**config.mk**
```make
export PLATFORM = sky130hd
export DESIGN_NAME = mrfc_ram
export DESIGN_NICKNAME = d
export VERILOG_FILES = /design/src/rtl/mrfc_ram.sv
export SDC_FILE = /design/constraint.sdc
export NUM_CORES = 1
export LEC_CHECK = 0
export ABC_AREA = 1
export ABC_CLOCK_PERIOD_IN_PS = 1000
export BUFFER_PORTS_ARGS = -buffer_cell sky130_fd_sc_hd__buf_2
export CELL_PAD_IN_SITES_DETAIL_PLACEMENT = 0
export CELL_PAD_IN_SITES_GLOBAL_PLACEMENT = 1
export CORE_MARGIN = 2
export CORE_UTILIZATION = 44
export CTS_CLUSTER_SIZE = 25
export DETAILED_ROUTE_END_ITERATION = 12
export MAX_ROUTING_LAYER = met4
export PLACE_DENSITY_LB_ADDON = 0.1
export REMOVE_ABC_BUFFERS = 1
export SYNTH_ARGS = -nofsm -noshare
export SYNTH_HDL_FRONTEND = slang
export SYNTH_SLANG_ARGS = --single-unit
```
**constraint.sdc**
```tcl
create_clock -name i_clk -period 1 [get_ports i_clk]
set_input_delay 0 -clock i_clk [delete_from_list [all_inputs] [get_ports i_clk]]
set_output_delay 0 -clock i_clk [all_outputs]
set_load 0.01 [all_outputs]
```
**src/rtl/mrfc_ram.sv**
```systemverilog
// Generic single-port-write, registered-read RAM.
module mrfc_ram #(
    parameter int WIDTH = 8,
    parameter int DEPTH = 16,
    parameter int AW    = (DEPTH > 1) ? $clog2(DEPTH) : 1
) (
    input  logic             i_clk,
    input  logic             i_we,
    input  logic [AW-1:0]    i_waddr,
    input  logic [WIDTH-1:0] i_wdata,
    input  logic [AW-1:0]    i_raddr,
    output logic [WIDTH-1:0] o_rdata
);

    logic [WIDTH-1:0] r_mem [DEPTH];
    logic [WIDTH-1:0] r_rdata;

    always_ff @(posedge i_clk) begin
        if (i_we) begin
            r_mem[i_waddr] <= i_wdata;
        end
        r_rdata <= r_mem[i_raddr];
    end

    assign o_rdata = r_rdata;

endmodule

```
* After elaboration in Yosys (flattened, before gate mapping)
Memories as Yosys holds them, arrays and structs flattened. A register that Yosys moved wholly into a read port is not among the register bits. Cells that the tools add are included. W data, S select, Z words.
Storage, ports and cells: register bits 0, word-level logic and storage cells 3, bits in writable memories 128, memories 1, output and inout port bits 8
Memories:
- r_mem | words 16, bits a word 8, read ports 1, clocked after Yosys merged registers in 1, write ports 1, RTL line 15 | logic [WIDTH-1:0] r_mem [DEPTH];
Cells by class: mux-type cells 2
Operators with widths (count):
- $mux W1 | 2

* Logic depth before layout (Yosys ltp)
depth after elaboration 2, depth in mapped cells 8, gate-level depth less buffers 7

* Least setup slack after synthesis
OpenSTA, ideal clock, no wires.
kind input port to flip-flop, start in i_waddr[3], end mem r_mem[4][0] (enable), setup slack 0.049 ns, cell stages on the path 2, library setup time 0.370 ns, arrival 0.581 ns, cells stage by stage nand3b_1 -> nor2_1
RTL lines:
- start: declaration | RTL line 9 | input logic [AW-1:0] i_waddr,
- end: declaration | RTL line 15
No word-level cell before the write port.

==> impl_metrics.toml <==
[drt]
num_vias = 3855
avgViaCountPerCell = 4.78
drtAntennaViolNets = 0
drcViolationCount = 0
wl_per_cell_um = 16.9
drtPass1Iterations = 5
drt_iter0_markers = 329
wl_mm = 13.6

[placement]
dp_cells = 768
place_hpwl_mm = 8.95
pre_cts_ws_ns = -0.155
place.gp.congestion = 0.826
io_buffers = 25

[worst_setup_path]
regToRegEndpoint = "o_rdata[4]"
crit_type = "reg2reg"
cp_max_fo = 1
crit_required_ns = 1.30
cp-start-kind = "register"
cpMaxStageDelayCell = "edfxtp_1"
endpoint_kind = "register"
critical_path_arrival_ns = 1.25
path_cells = "nand2_1, nand2_1, nand2_1, nand3_1, nand3_1, nand2_1"
timing.rr.start = "r_mem[3][4]"
max_stage_delay_ns = 0.37
r2r_setup_slack_ns = 0.05
cp_common_cell = "nand2_1"
r2r_cells = 6

[synth]
seq_area_frac_synth_pct = 69.4
syn_area_per_cell_um2 = 10.5
ys_top_cells_by_area = "edfxtp_1, nand2_1, nand3_1"
synth-warning-count = 0
synth_seq_cells = 136
synth_top_area_cell = "edfxtp_1"
synth_top_area_share_pct = 66.7
yosysUniqueCellTypes = 12
synth_area_um2 = 5770
synth_cells = 551

[floorplanning]
die_h_um = 118
fp-row-count = 41
die_area_um2 = 14000
ioPinCount = 26
start_util_pct = 45.3
coreArea_um2 = 12700
die_w_um = 118

[cts]
clkTransAtPathRegs_ns = 0.05
h-tree-depth = 4
cts_tree = "built"
cts_buffers = 17
cts.path.max_buffers = 2
clk-insertion-delay-late_ns = 0.41
cts.sinks = 136
root_buffer = "clkbuf_16"

[finish]
mostFrequentLayoutCells = "nand2_1, edfxtp_1, inv_1"
post_route_cells_drive_above_1_share_pct = 16.7
syn_to_final_growth_pct = 21.4
layout_commonest_cell = "nand2_1"
fin_nets = 639
n_antenna_cell = 0
finalNonFillerCells = 806

[global_route]
grt_start_max_net_pins = 28
grt_pass1_vias = 3802
grt_first_pass_wirelength_mm = 21.2
grtUsageTotal_pct = 21.3
antenna_found_initial = 0
grt_overflow = 0

[sta]
final-hold-violation-count = 0
max_freq_mhz = 1050
setup_violations = 0
worst_slew_pin_slew_ns = 0.404
min_period_over_period_pct = 95.3
slew_violations = 0
rsz0062_at_grt = "yes"
whs_ns = 0.00518
layout_setup_ws_ns = 0.0473
slew_headroom_pct = 73.1
clock_skew_ns = 0.00737
period_minus_slack_ns = 0.953

[power_and_ir_drop]
leakage_nw = 3.09
power_density_nw_per_um2 = 1860
peakVddDrop_mv = 0.948

[hold_path]
whs_path_depth = 1
holdCritPathClass = "in2reg"
hold_start = "i_wdata[7]"
hold_end = "r_mem[3][7]"

[status]
status = "complete, no violations"

[flow_run]
maxCapViolCount = 0
==> state kept, by name (all words and copies together), names as in the netlist <==
signal	count
o_rdata	8
r_mem	128
==> cell families after synthesis <==
| group | synth area share [%] |
|---|---|
| flops | 69.4 |
| buf+inv | 9.52 |
| simple gates | 21.0 |
==> synthesized netlist by cell type <==
cell type,instances
buf_1,1
nor2_1,17
inv_2,2
inv_1,100
nand2_1,173
nand3b_1,2
buf_2,13
nand3_1,97
buf_4,4
dfxtp_1,8
edfxtp_1,128
buf_6,6
==> per-stage QoR <==
step	setup TNS, ns	power, mW	cell area (um2)	utilization, %
2_1_floorplan	0	6.88	5600	-
3_3_place_gp	-3.40	7.41	6360	50.0
3_5_place_dp	-3.40	7.41	6360	50.0
4_1_cts	0	13.2	6950	54.6
5_1_grt	-0.0434	13.5	7000	55.0
6_report	0	13.0	7000	55.0
==> worst max-delay path, delay by kind of cell (launching register included) <==
kind / cells / cell delay, ns
AND/OR/NAND/NOR: 6 / 0.47
flip-flops: 1 / 0.37
==> power by group <==
part,switching [mW],internal (mW)
combinational,0.591,0.323
sequential,0.0336,6.38
clock,2.14,3.58
==> repair_timing <==
item | 4_1_cts | 5_1_grt
endpoints found under the setup margin | 0 | 8
buffers inserted | 0 | 0
endpoints found under the hold margin | 18 | 1
gates resized for setup | 0 | 9
hold buffers | 5 | 1
==> metal layers <==
layer  up-vias  part of all wire (%)  track usage (%)
met5         -                     0                -
met2        85                    48             32.3
met4         0                   2.2             8.93
met3        23                   4.1             4.44
li1       1918                     -                -
met1      1829                    46             28.0
==> cell type report <==
class	count	area, um2
Clock buffer	18	429
Inverter	102	383
Clock inverter	14	114
Multi-Input combinational cell	289	1250
Fill cell	1168	5720
Tap cell	172	215
Timing Repair Buffer	75	603
Sequential cell	136	4000
==> how the worst max path moves through the flow <==
stage,to,slack (ns),depth (start not counted),start
5_1_grt,o_rdata[1],-0.02,6,r_mem[0][1]
3_5_place_dp,r_mem[14][1],-0.16,5,i_waddr[0]
4_1_cts,o_rdata[1],0.009,6,r_mem[1][1]
6_report,o_rdata[4],0.05,6,r_mem[3][4]
3_3_place_gp,r_mem[14][6],-0.16,5,i_waddr[0]
2_1_floorplan,o_rdata[2],0.02,6,i_raddr[0]
Power figures use the tool's default switching activity.
